`config.mk`:
```
export PLATFORM = sky130hd
export DESIGN_NAME = accumulator_machine_execute_core
export DESIGN_NICKNAME = d
export VERILOG_FILES = /design/src/hdl/ame_pkg.sv /design/src/hdl/ame_ram.sv /design/src/hdl/accumulator_machine_execute_core.sv
export SDC_FILE = /design/constraint.sdc
export NUM_CORES = 2
export LEC_CHECK = 0
export BUFFER_PORTS_ARGS = -buffer_cell sky130_fd_sc_hd__buf_4
export CORE_ASPECT_RATIO = 0.6
export CORE_MARGIN = 10
export CORE_UTILIZATION = 57
export CTS_CLUSTER_DIAMETER = 50
export DETAILED_ROUTE_END_ITERATION = 10
export HOLD_SLACK_MARGIN = 0.12
export PLACE_DENSITY = 0.74
export SLEW_MARGIN = 20
export SYNTH_ARGS = -nofsm -noshare
export SYNTH_HDL_FRONTEND = slang
export SYNTH_HIERARCHICAL = 1
export SYNTH_MEMORY_MAX_BITS = 65536
export SYNTH_SLANG_ARGS = --single-unit
```
`constraint.sdc`:
```
create_clock -name clock -period 10.1 [get_ports clock]
set_clock_uncertainty 0.05 [all_clocks]
set_input_delay 0.505 -clock clock [delete_from_list [all_inputs] [get_ports clock]]
set_output_delay 0.505 -clock clock [all_outputs]
set_load 0.02 [all_outputs]
```
`src/hdl/ame_pkg.sv`:
```
// ----------------------------------------------------------------------------
// ame_pkg
// Shared types and constants of the accumulator machine execute core.
// ----------------------------------------------------------------------------
package ame_pkg;

   // fixed widths of the beat fields
   localparam int FIELD_WIDTH  = 16;
   localparam int OPCODE_WIDTH = 4;
   localparam int STATUS_WIDTH = 2;

   // parameter defaults
   localparam int DATA_WIDTH_DEFAULT = 16;
   localparam int MEM_DEPTH_DEFAULT  = 256;
   localparam int PC_STEP_DEFAULT    = 2;

   // action codes
   localparam logic ACT_EXECUTE = 1'b0;
   localparam logic ACT_PRELOAD = 1'b1;

   // opcodes
   localparam logic [OPCODE_WIDTH-1:0] OP_ADD   = 4'd0;
   localparam logic [OPCODE_WIDTH-1:0] OP_AND   = 4'd1;
   localparam logic [OPCODE_WIDTH-1:0] OP_OR    = 4'd2;
   localparam logic [OPCODE_WIDTH-1:0] OP_XOR   = 4'd3;
   localparam logic [OPCODE_WIDTH-1:0] OP_LOAD  = 4'd4;
   localparam logic [OPCODE_WIDTH-1:0] OP_STORE = 4'd5;
   localparam logic [OPCODE_WIDTH-1:0] OP_JUMP  = 4'd6;
   localparam logic [OPCODE_WIDTH-1:0] OP_JNZ   = 4'd7;

   // status codes
   localparam logic [STATUS_WIDTH-1:0] ST_OK     = 2'd0;
   localparam logic [STATUS_WIDTH-1:0] ST_RANGE  = 2'd1;
   localparam logic [STATUS_WIDTH-1:0] ST_OPCODE = 2'd2;

   // one result beat
   typedef struct packed {
      logic [FIELD_WIDTH-1:0]  acc_out;
      logic [FIELD_WIDTH-1:0]  pc_out;
      logic [STATUS_WIDTH-1:0] status;
   } rsp_type;

endpackage

```
`src/hdl/ame_ram.sv`:
```
// ----------------------------------------------------------------------------
// ame_ram
// Generic single-clock RAM, one write and one read port, registered read.
// ----------------------------------------------------------------------------
module ame_ram #(
   parameter int  WIDTH = 16,
   parameter int  DEPTH = 256,
   localparam int AW    = $clog2(DEPTH)
) (
   input  logic             clock,
   input  logic             wr_en,
   input  logic [AW-1:0]    wr_addr,
   input  logic [WIDTH-1:0] wr_data,
   input  logic             rd_en,
   input  logic [AW-1:0]    rd_addr,
   output logic [WIDTH-1:0] rd_data
);

   logic [WIDTH-1:0] mem [DEPTH];

   always_ff @(posedge clock) begin
      if (wr_en) begin
         mem[wr_addr] <= wr_data;
      end
      if (rd_en) begin
         rd_data <= mem[rd_addr];
      end
   end

endmodule

```
`src/hdl/accumulator_machine_execute_core.sv`:
```
// ----------------------------------------------------------------------------
// accumulator_machine_execute_core
// Executes one accumulator machine instruction or one memory preload per beat.
// ----------------------------------------------------------------------------
// A request beat is registered into the execute stage registers, executed there and then
//   written into the result queue; rsp_valid rises once the queue holds it
// throughput: one beat per cycle while the result queue has room, set by the single
//   data memory read port and the execute stage that reads, modifies and writes it back
// reset: accumulator and program counter clear at once; the data memory is then
//   cleared one word a cycle, req_ready low
module accumulator_machine_execute_core #(
   parameter int DATA_WIDTH = ame_pkg::DATA_WIDTH_DEFAULT,
   parameter int MEM_DEPTH  = ame_pkg::MEM_DEPTH_DEFAULT,
   parameter int PC_STEP    = ame_pkg::PC_STEP_DEFAULT
) (
   input  logic                                clock,
   input  logic                                reset,

   input  logic                                req_valid,
   output logic                                req_ready,
   input  logic                                req_action,
   input  logic [ame_pkg::OPCODE_WIDTH-1:0]    req_opcode,
   input  logic [ame_pkg::FIELD_WIDTH-1:0]     req_address,
   input  logic [ame_pkg::FIELD_WIDTH-1:0]     req_value,

   output logic                                rsp_valid,
   input  logic                                rsp_ready,
   output logic [ame_pkg::FIELD_WIDTH-1:0]     rsp_acc_out,
   output logic [ame_pkg::FIELD_WIDTH-1:0]     rsp_pc_out,
   output logic [ame_pkg::STATUS_WIDTH-1:0]    rsp_status
);

   localparam int MAW       = $clog2(MEM_DEPTH);
   localparam int OQ_DEPTH  = 3;
   localparam int OQ_PTR_W  = 2;
   localparam int OQ_CNT_W  = 2;

   // ------------------------------------------------------------------------
   // memory clear after reset
   // ------------------------------------------------------------------------
   logic           clearing_ff, clearing_in;
   logic [MAW-1:0] clr_addr_ff, clr_addr_in;

   always_comb begin
      clearing_in = clearing_ff;
      clr_addr_in = clr_addr_ff;
      if (clearing_ff) begin
         clr_addr_in = clr_addr_ff + MAW'(1);
         if (clr_addr_ff == MAW'(MEM_DEPTH - 1)) begin
            clearing_in = 1'b0;
         end
      end
   end

   always_ff @(posedge clock) begin
      if (reset) begin
         clearing_ff <= 1'b1;
         clr_addr_ff <= '0;
      end else begin
         clearing_ff <= clearing_in;
         clr_addr_ff <= clr_addr_in;
      end
   end

   // ------------------------------------------------------------------------
   // issue: mask the operand and start the memory read
   // ------------------------------------------------------------------------
   logic                  req_accept;
   logic [DATA_WIDTH-1:0] req_addr_m;
   logic [DATA_WIDTH-1:0] req_value_m;
   logic [MAW-1:0]        req_idx;
   logic                  req_in_mem;

   assign req_accept  = req_valid && req_ready;
   assign req_addr_m  = DATA_WIDTH'(req_address);
   assign req_value_m = DATA_WIDTH'(req_value);
   assign req_idx     = MAW'(req_addr_m);
   assign req_in_mem  = 32'(req_addr_m) < 32'(MEM_DEPTH);

   // execute stage registers
   logic                              s1_valid_ff;
   logic                              s1_action_ff;
   logic [ame_pkg::OPCODE_WIDTH-1:0]  s1_opcode_ff;
   logic [DATA_WIDTH-1:0]             s1_addr_ff;
   logic [DATA_WIDTH-1:0]             s1_value_ff;
   logic [MAW-1:0]                    s1_idx_ff;
   logic                              s1_in_mem_ff;
   logic                              byp_hit_ff, byp_hit_in;
   logic [DATA_WIDTH-1:0]             byp_data_ff;

   // architectural state
   logic [DATA_WIDTH-1:0] acc_ff, acc_in;
   logic [DATA_WIDTH-1:0] pc_ff, pc_in;

   // execute stage outputs
   logic                              ex_we;
   logic [DATA_WIDTH-1:0]             ex_wdata;
   logic [ame_pkg::STATUS_WIDTH-1:0]  ex_status;
   logic [DATA_WIDTH-1:0]             ex_word;
   logic [DATA_WIDTH-1:0]             pc_adv;
   logic [DATA_WIDTH-1:0]             rd_data;

   // memory port selection
   logic                  mem_we;
   logic [MAW-1:0]        mem_waddr;
   logic [DATA_WIDTH-1:0] mem_wdata;

   assign mem_we    = clearing_ff ? 1'b1 : ex_we;
   assign mem_waddr = clearing_ff ? clr_addr_ff : s1_idx_ff;
   assign mem_wdata = clearing_ff ? '0 : ex_wdata;

   ame_ram #(
      .WIDTH (DATA_WIDTH),
      .DEPTH (MEM_DEPTH)
   ) u_data_mem (
      .clock   (clock),
      .wr_en   (mem_we),
      .wr_addr (mem_waddr),
      .wr_data (mem_wdata),
      .rd_en   (req_accept),
      .rd_addr (req_idx),
      .rd_data (rd_data)
   );

   // the word being written now is what the next read must see
   assign byp_hit_in = s1_valid_ff && ex_we && (s1_idx_ff == req_idx);

   always_ff @(posedge clock) begin
      if (reset) begin
         s1_valid_ff <= 1'b0;
      end else begin
         s1_valid_ff <= req_accept;
      end
      if (req_accept) begin
         s1_action_ff <= req_action;
         s1_opcode_ff <= req_opcode;
         s1_addr_ff   <= req_addr_m;
         s1_value_ff  <= req_value_m;
         s1_idx_ff    <= req_idx;
         s1_in_mem_ff <= req_in_mem;
         byp_hit_ff   <= byp_hit_in;
         byp_data_ff  <= ex_wdata;
      end
   end

   // ------------------------------------------------------------------------
   // execute: read, modify, write back
   // ------------------------------------------------------------------------
   assign ex_word = byp_hit_ff ? byp_data_ff : rd_data;
   assign pc_adv  = pc_ff + DATA_WIDTH'(PC_STEP);

   always_comb begin
      acc_in    = acc_ff;
      pc_in     = pc_ff;
      ex_we     = 1'b0;
      ex_wdata  = s1_value_ff;
      ex_status = ame_pkg::ST_OK;
      if (s1_valid_ff) begin
         if (s1_action_ff == ame_pkg::ACT_PRELOAD) begin
            if (s1_in_mem_ff) begin
               ex_we = 1'b1;
            end else begin
               ex_status = ame_pkg::ST_RANGE;
            end
         end else begin
            case (s1_opcode_ff)
               ame_pkg::OP_JUMP: begin
                  pc_in = s1_addr_ff;
               end
               ame_pkg::OP_JNZ: begin
                  pc_in = (acc_ff != '0) ? s1_addr_ff : pc_adv;
               end
               ame_pkg::OP_ADD, ame_pkg::OP_AND, ame_pkg::OP_OR, ame_pkg::OP_XOR,
               ame_pkg::OP_LOAD, ame_pkg::OP_STORE: begin
                  if (!s1_in_mem_ff) begin
                     ex_status = ame_pkg::ST_RANGE;
                  end else begin
                     pc_in = pc_adv;
                     case (s1_opcode_ff)
                        ame_pkg::OP_ADD:  acc_in = acc_ff + ex_word;
                        ame_pkg::OP_AND:  acc_in = acc_ff & ex_word;
                        ame_pkg::OP_OR:   acc_in = acc_ff | ex_word;
                        ame_pkg::OP_XOR:  acc_in = acc_ff ^ ex_word;
                        ame_pkg::OP_LOAD: acc_in = ex_word;
                        default: begin
                           ex_we    = 1'b1;
                           ex_wdata = acc_ff;
                        end
                     endcase
                  end
               end
               default: begin
                  ex_status = ame_pkg::ST_OPCODE;
               end
            endcase
         end
      end
   end

   always_ff @(posedge clock) begin
      if (reset) begin
         acc_ff <= '0;
         pc_ff  <= '0;
      end else begin
         acc_ff <= acc_in;
         pc_ff  <= pc_in;
      end
   end

   // ------------------------------------------------------------------------
   // result queue, room for every beat in flight
   // ------------------------------------------------------------------------
   ame_pkg::rsp_type      oq_ff [OQ_DEPTH];
   ame_pkg::rsp_type      oq_entry;
   logic [OQ_PTR_W-1:0]   oq_wr_ff, oq_wr_in;
   logic [OQ_PTR_W-1:0]   oq_rd_ff, oq_rd_in;
   logic [OQ_CNT_W-1:0]   oq_count_ff, oq_count_in;
   logic                  oq_push, oq_pop;
   logic [OQ_CNT_W:0]     oq_load;

   assign oq_push = s1_valid_ff;
   assign oq_pop  = rsp_valid && rsp_ready;

   assign oq_entry.acc_out = ame_pkg::FIELD_WIDTH'(acc_in);
   assign oq_entry.pc_out  = ame_pkg::FIELD_WIDTH'(pc_in);
   assign oq_entry.status  = ex_status;

   always_comb begin
      oq_wr_in    = oq_wr_ff;
      oq_rd_in    = oq_rd_ff;
      oq_count_in = oq_count_ff;
      if (oq_push) begin
         oq_wr_in = (oq_wr_ff == OQ_PTR_W'(OQ_DEPTH - 1)) ? '0 : oq_wr_ff + OQ_PTR_W'(1);
      end
      if (oq_pop) begin
         oq_rd_in = (oq_rd_ff == OQ_PTR_W'(OQ_DEPTH - 1)) ? '0 : oq_rd_ff + OQ_PTR_W'(1);
      end
      if (oq_push && !oq_pop) begin
         oq_count_in = oq_count_ff + OQ_CNT_W'(1);
      end else if (!oq_push && oq_pop) begin
         oq_count_in = oq_count_ff - OQ_CNT_W'(1);
      end
   end

   always_ff @(posedge clock) begin
      if (reset) begin
         oq_wr_ff    <= '0;
         oq_rd_ff    <= '0;
         oq_count_ff <= '0;
      end else begin
         oq_wr_ff    <= oq_wr_in;
         oq_rd_ff    <= oq_rd_in;
         oq_count_ff <= oq_count_in;
      end
      if (oq_push) begin
         oq_ff[oq_wr_ff] <= oq_entry;
      end
   end

   // queued beats plus the one in execute never exceed the queue
   assign oq_load   = {1'b0, oq_count_ff} + (OQ_CNT_W + 1)'(s1_valid_ff);
   assign req_ready = !clearing_ff && (oq_load < (OQ_CNT_W + 1)'(OQ_DEPTH));

   assign rsp_valid   = oq_count_ff != '0;
   assign rsp_acc_out = oq_ff[oq_rd_ff].acc_out;
   assign rsp_pc_out  = oq_ff[oq_rd_ff].pc_out;
   assign rsp_status  = oq_ff[oq_rd_ff].status;

   // ------------------------------------------------------------------------
   // assertions
   // ------------------------------------------------------------------------
   a_no_overflow: assert property (@(posedge clock) disable iff (reset)
      (oq_push && oq_count_ff == OQ_CNT_W'(OQ_DEPTH)) |-> oq_pop)
      else $error("result queue overflow");

   a_no_exec_in_clear: assert property (@(posedge clock) disable iff (reset)
      s1_valid_ff |-> !clearing_ff)
      else $error("instruction executed during memory clear");

   a_pc_idle_stable: assert property (@(posedge clock) disable iff (reset)
      !s1_valid_ff |=> $stable(pc_ff) && $stable(acc_ff))
      else $error("state changed with no beat in execute");

   a_bypass_source: assert property (@(posedge clock) disable iff (reset)
      (req_accept && s1_valid_ff && ex_we && s1_idx_ff == req_idx) |=> byp_hit_ff)
      else $error("missed forward of a pending memory write");

endmodule
```
Yosys cells after proc, flatten, opt, wreduce, memory -nomap -nowiden
Memories as Yosys holds them, arrays and structs flattened. A register that Yosys moved wholly into a read port is not among the register bits. Index checks and enable logic that the tools add are counted.

RAM bits: 4198. Register bits after elaboration: 111. Memories kept: 2. Word-level logic and storage cells: 100.

Reduce and logical (&&, ||, !) cells: 17. Bitwise operators: 3. Multiplexer cells: 41. $lt $le $gt $ge: 2. Add/subtract/negate cells: 8. Eq/ne operators: 11.

Memories: u_data_mem.mem (depth 256, width 16, read ports 1, clocked after Yosys merged registers in 1, write ports 1, RTL line ame_ram.sv:19) `logic [WIDTH-1:0] mem [DEPTH];`; oq_ff (depth 3, width 34, read ports 1, clocked after Yosys merged registers in 1, write ports 1, RTL line accumulator_machine_execute_core.sv:213) `ame_pkg::rsp_type oq_ff [OQ_DEPTH];`.

Operator list (number): $mux 16 (15); $pmux 16 s5 (1); $pmux 16 s3 (1); $add 16x16->16 (1); $add 16x2->16 const B (1); $and 16x16->16 (1); $eq 4x3->1 const B (4); $lt 16x9->1 const B (1); $mux 2 (8); $or 16x16->16 (1); $reduce_bool 16->1 (1); $xor 16x16->16 (1); $mux 1 (14); $add 8x1->8 const B (1); $eq 4x2->1 const B (2); $eq 8x8->1 (1); $eq 8x8->1 const B (1); $mux 8 (1); $logic_and 1x1->1 (7); $add 2x1->2 const B (3); $reduce_or 6->1 (1); $reduce_or 5->1 (1); $eq 2x2->1 const B (2); $eq 4x1->1 const B (1); other kinds (8) (11).

Depth between registers and ports, before layout
Depth after elaboration: 10. Gate-level depth with buffers: 12. Gate-level depth less buffers: 10.

Cells and area by module
The synthesis kept the hierarchy.

By module, submodules not included: ame_ram (times used 1, area an instance 158874.9 um^2, cells each 7360, sequential area each 123478.4 um^2); accumulator_machine_execute_core (times used 1, area an instance 10338.7 um^2, cells each 895, sequential area each 5715.5 um^2).

Worst setup path before layout
Ideal clock, no wire load.

Kind: register to register. Start point: register s1_opcode_ff[2] (netlist bit). End point: memory u_data_mem.mem[0][14], data pin. Data arrival time: 8.057 ns. Setup slack: 0.530 ns. Data required time: 8.587 ns. Stages on the path, launching flop included: 8. Cell sequence: edfxtp_1 > buf_6 > and2_4 > or3_4 > nor2_2 > buf_2 > mux2_2 > nor2b_1.

Word-level cells in the longest chain between the ends: 8.

Ends and longest elaborated chain: start, declared (RTL line accumulator_machine_execute_core.sv:83) `logic [ame_pkg::OPCODE_WIDTH-1:0] s1_opcode_ff;`; start signal, assigned (RTL line accumulator_machine_execute_core.sv:136) `s1_opcode_ff <= req_opcode;`; $eq 4x3->1, or another cell as far along (RTL line accumulator_machine_execute_core.sv:166, accumulator_machine_execute_core.sv:179); $reduce_or 5->1 (no source line); $mux 16 (RTL line accumulator_machine_execute_core.sv:179) `case (s1_opcode_ff)`; $mux 16 (RTL line accumulator_machine_execute_core.sv:175) `if (!s1_in_mem_ff) begin`; $mux 16 * (RTL line accumulator_machine_execute_core.sv:166) `case (s1_opcode_ff)`; $mux 16 * (RTL line accumulator_machine_execute_core.sv:159) `if (s1_action_ff == ame_pkg::ACT_PRELOAD) begin`; $mux 16 * (RTL line accumulator_machine_execute_core.sv:158) `if (s1_valid_ff) begin`; net ex_wdata[14] (RTL line accumulator_machine_execute_core.sv:97) `logic [DATA_WIDTH-1:0] ex_wdata;`; $mux 16 * (RTL line accumulator_machine_execute_core.sv:110) `assign mem_wdata = clearing_ff ? '0 : ex_wdata;`; net mem_wdata[14] (RTL line accumulator_machine_execute_core.sv:106) `logic [DATA_WIDTH-1:0] mem_wdata;`; end, declared (RTL line ame_ram.sv:19).

The timed path passes the listed nets; every way through them passes the cells marked *.

Worst setup path after layout
Start point: register s1_opcode_ff[2] (netlist bit). End point: memory u_data_mem.mem[153][8] (enable).

Word-level cells in the longest chain between the ends: 10.

Ends and longest elaborated chain: $eq 4x3->1, or another cell as far along (RTL line accumulator_machine_execute_core.sv:166, accumulator_machine_execute_core.sv:179); $reduce_or 5->1 (no source line); $mux 1 (RTL line accumulator_machine_execute_core.sv:179); $mux 1 (RTL line accumulator_machine_execute_core.sv:175); $mux 1 * (RTL line accumulator_machine_execute_core.sv:166); $mux 1 * (RTL line accumulator_machine_execute_core.sv:159); $mux 1 * (RTL line accumulator_machine_execute_core.sv:158); $mux 1 * (RTL line accumulator_machine_execute_core.sv:108) `assign mem_we = clearing_ff ? 1'b1 : ex_we;`; net mem_we (RTL line accumulator_machine_execute_core.sv:104) `logic mem_we;`; $mux 1 * (RTL line ame_ram.sv:22) `if (wr_en) begin`; $mux 1 (not written as such) * (RTL line ame_ram.sv:23) `mem[wr_addr] <= wr_data;`.

Marked as above.

==> results.ini <==
[logic_synthesis]
syn_area_per_cell_um2=20.5
synth.top_cells.by_count=edfxtp_1, mux4_2, mux2i_1
synthMuxAreaShare_pct=15.1
post_synth_main_area_contributors=edfxtp_1, mux4_2, mux2i_1, o221ai_1, mux2_2
synth.lib_cells_used.distinct=84
seq_area_frac_synth_pct=76.3
synthXorXnorAreaFrac_pct=0.150
synth-adder-area-share_pct=0.315
number_of_synthesized_flops_with_an_enable_pin=4269
ys.warnings.count=6
yosys.area.top_type_share_pct=75.8
ys_async_sr_fraction_pct=0
synth_top_family_by_area=multiplexers
synth_most_common_cell=edfxtp_1
synth.largest_area_cell=edfxtp_1
synth_area_in_compound_gates_pct=4.04
ys_seq_elements=4319
synth_fp_nets=8338
summed_instance_area_of_the_synthesized_netlist_mm2=0.169
syn_inst=8255
synth_flop_cell=edfxtp_1
synthSimpleGateAreaFrac_pct=2.23

[sta]
fmax_mhz=187
layout_worst_path_cycle_share_pct=53.0
timing_hold_violations_final=0
final.setup.tns_ps=0
finalWorstPathRequiredPeriod_ps=5360
slew_violations=0
worst_case_hold_slack_ps=259
tightest_slew_ps=1420
setup_viol_count_final=0
unrepaired_setup_endpoints_after_global_routing=no
timing.max_slew.rel_slack_pct=5.65

[cts]
numClockSinks=4319
postCtsSetupBuffers=0
maximum_buffer_depth_of_the_clock_tree=4
clk_root_buffer_cell=clkbuf_16
cts_h_tree_depth=5
clk_latency_ps=930
cts_tree=yes
cts_bufs_inserted=371
cts.reportedPaths.clkPinSlew_ps=70

[global_route]
number_of_antenna_violations_at_the_first_check_in_global_routing=35
groute.usage.overall_pct=27.9
grt_start_max_net_pins=209
grt_pass1_wl_um=645000
grt_pass1_vias=85300
overflow=0

[setup_path]
cp_data_arrival_time_ps=5840
cpMaxStageDelayCell=nor2_2
critPathCaptureType=register
path_max_fanout=19
startpoint_type=register
max_stage_delay_ps=1200
critical_path.cell_chain=and2_4 > or3_4 > nor2_2 > buf_4 > a311o_1 > buf_4 > nand3_1 > nor2_2
worstSetupPathType=register to register
critical_path_required_ps=10580

[route]
drt_iter0_markers=16100
routed_wl_um=456000
number_of_optimization_iterations_in_the_first_detailed_route_pass=10
avgViaCountPerCell=6.98
drtAntennaViolNets=0
avgRoutedWirePerCell_um=35.5
vias_post_dr=89500
post_route_drc=0

[floorplanning]
die_area_mm2=0.320
core_mm2=0.294
ios=77
die_width_um=723
initial_util_pct=57.5
die-height_um=442
placementRows=154

[power_and_ir_drop]
leakage_uw=0.0579
power.density_cell_area_mw_per_mm2=188
peakVddDrop_mv=0.143

[placement]
port_buffers=76
finalWeightedCongestion=0.916
placement.cell_area_mm2=0.176
hpwlAfterDp_um=271000

[layout]
num-nets-final=8715
fill_cell_total_of_the_finished_layout=18900
area_growth_syn_to_layout_pct=11.2
drive_above_1_share_pct=23.0
final_design_area_no_fill_mm2=0.188

[min_path]
timing.hold.worst.class=primary input to register

[flow_run]
max_cap_violations=0

[outcome]
run_status=complete, no violations

stage by stage:
step           instances  power [µW]  utilization, %  setup slack, ps
4_1_cts            12800       35500            63.9             4870
3_3_place_gp       12100       21200            59.6             4580
5_1_grt            12800       36200            63.9             4640
3_5_place_dp       12100       21200            59.6             4760
6_report           12800       35400            63.9             4740
2_1_floorplan       8255       20700               -              530
routing by layer:
layer | routed length (µm) | vias up | global-route usage [%]
li1 | - | 35300 | -
met1 | 173000 | 46200 | 42.6
met2 | 188000 | 7138 | 37.4
met3 | 81000 | 820 | 11.4
met4 | 14000 | 28 | 7.18
met5 | 426 | - | 0.493
worst max-delay path: cells and delay by family, from the launching register on:
kind                   cells  cell delay, ps
AO/OA/AOI/OAI              1             390
buffers and inverters      2             640
flip-flops                 1             640
AND/OR/NAND/NOR            5            3200
worst paths after layout:
path	from	to	slack, ps	cells after the start
min	req_value[13]	s1_value_ff[13]	260	2
max reg2reg	s1_opcode_ff[2]	u_data_mem/mem[153][8]	4740	8
min reg2reg	clr_addr_ff[5]	clr_addr_ff[5]	480	2
max	s1_opcode_ff[2]	u_data_mem/mem[153][8]	4740	8
power by group:
group	total, µW	internal, µW	switching (µW)
clock	14500	8110	6410
combinational	1460	551	904
sequential	19400	19400	16.7
total	35400	28100	7330
logic make-up after synthesis:
| family | after synthesis |
|---|---|
| xor gates and xnor gates | 29 |
| adders and majority gates | 42 |
| DFF | 4319 |
| buffers and inverters | 542 |
| and+or+nand+nor | 805 |
| AOI/OAI and AO/OA | 975 |
| muxes | 1543 |
timing repair:
action | CTS | global route
hold endpoints to repair | 97 | 0
hold buffers | 35 | 0
resized for setup | 0 | 0
cells in the final DEF (no fill, tap or decap), types with 12 or more instances in the layout:
cell	n
edfxtp_1	4269
nor2_4	12
nand4_1	39
a22oi_1	54
o31ai_1	13
inv_1	42
a22o_1	34
a221oi_1	29
mux2_2	123
o221ai_1	254
clkbuf_1	61
nor4_1	20
nor2_2	30
nand3_1	35
o22ai_1	160
nor3_1	98
clkinv_1	66
clkinvlp_4	19
mux2i_1	622
nor2b_1	32
bufinv_16	47
and3_1	20
a21oi_1	212
buf_12	31
dfxtp_1	47
o21ai_0	97
nand2_1	105
ha_1	41
mux4_2	798
nor2_1	315
a211oi_1	27
dlygate4sd3_1	35
xnor2_1	18
clkinv_2	70
clkbuf_16	377
buf_4	426
nor2b_4	16
o32ai_1	19
sequential cells by signal (all words and copies together), names as in the netlist, 2 cells and up, named ones only:
signal / count
s1_addr_ff: 16
oq_ff: 102
oq_count_ff: 2
oq_wr_ff: 2
oq_rd_ff: 2
s1_value_ff: 16
s1_opcode_ff: 4
clr_addr_ff: 8
pc_ff: 16
byp_data_ff: 16
acc_ff: 16
u_data_mem/rd_data: 16
u_data_mem/mem: 4096
layout make-up:
type / instances / area [µm²] / share of cell area, %
well taps: 3900 / 4880 / 2.59
multi-input cells: 3394 / 37500 / 19.9
diodes: 6 / 15.0 / 0.00798
clock inverters: 226 / 2410 / 1.28
inverters: 45 / 181 / 0.0964
repair buffers: 501 / 4340 / 2.30
clock buffers: 444 / 9750 / 5.18
flip-flops and latches: 4319 / 129000 / 68.6
Note: power is estimated with default switching activity, not from simulation.
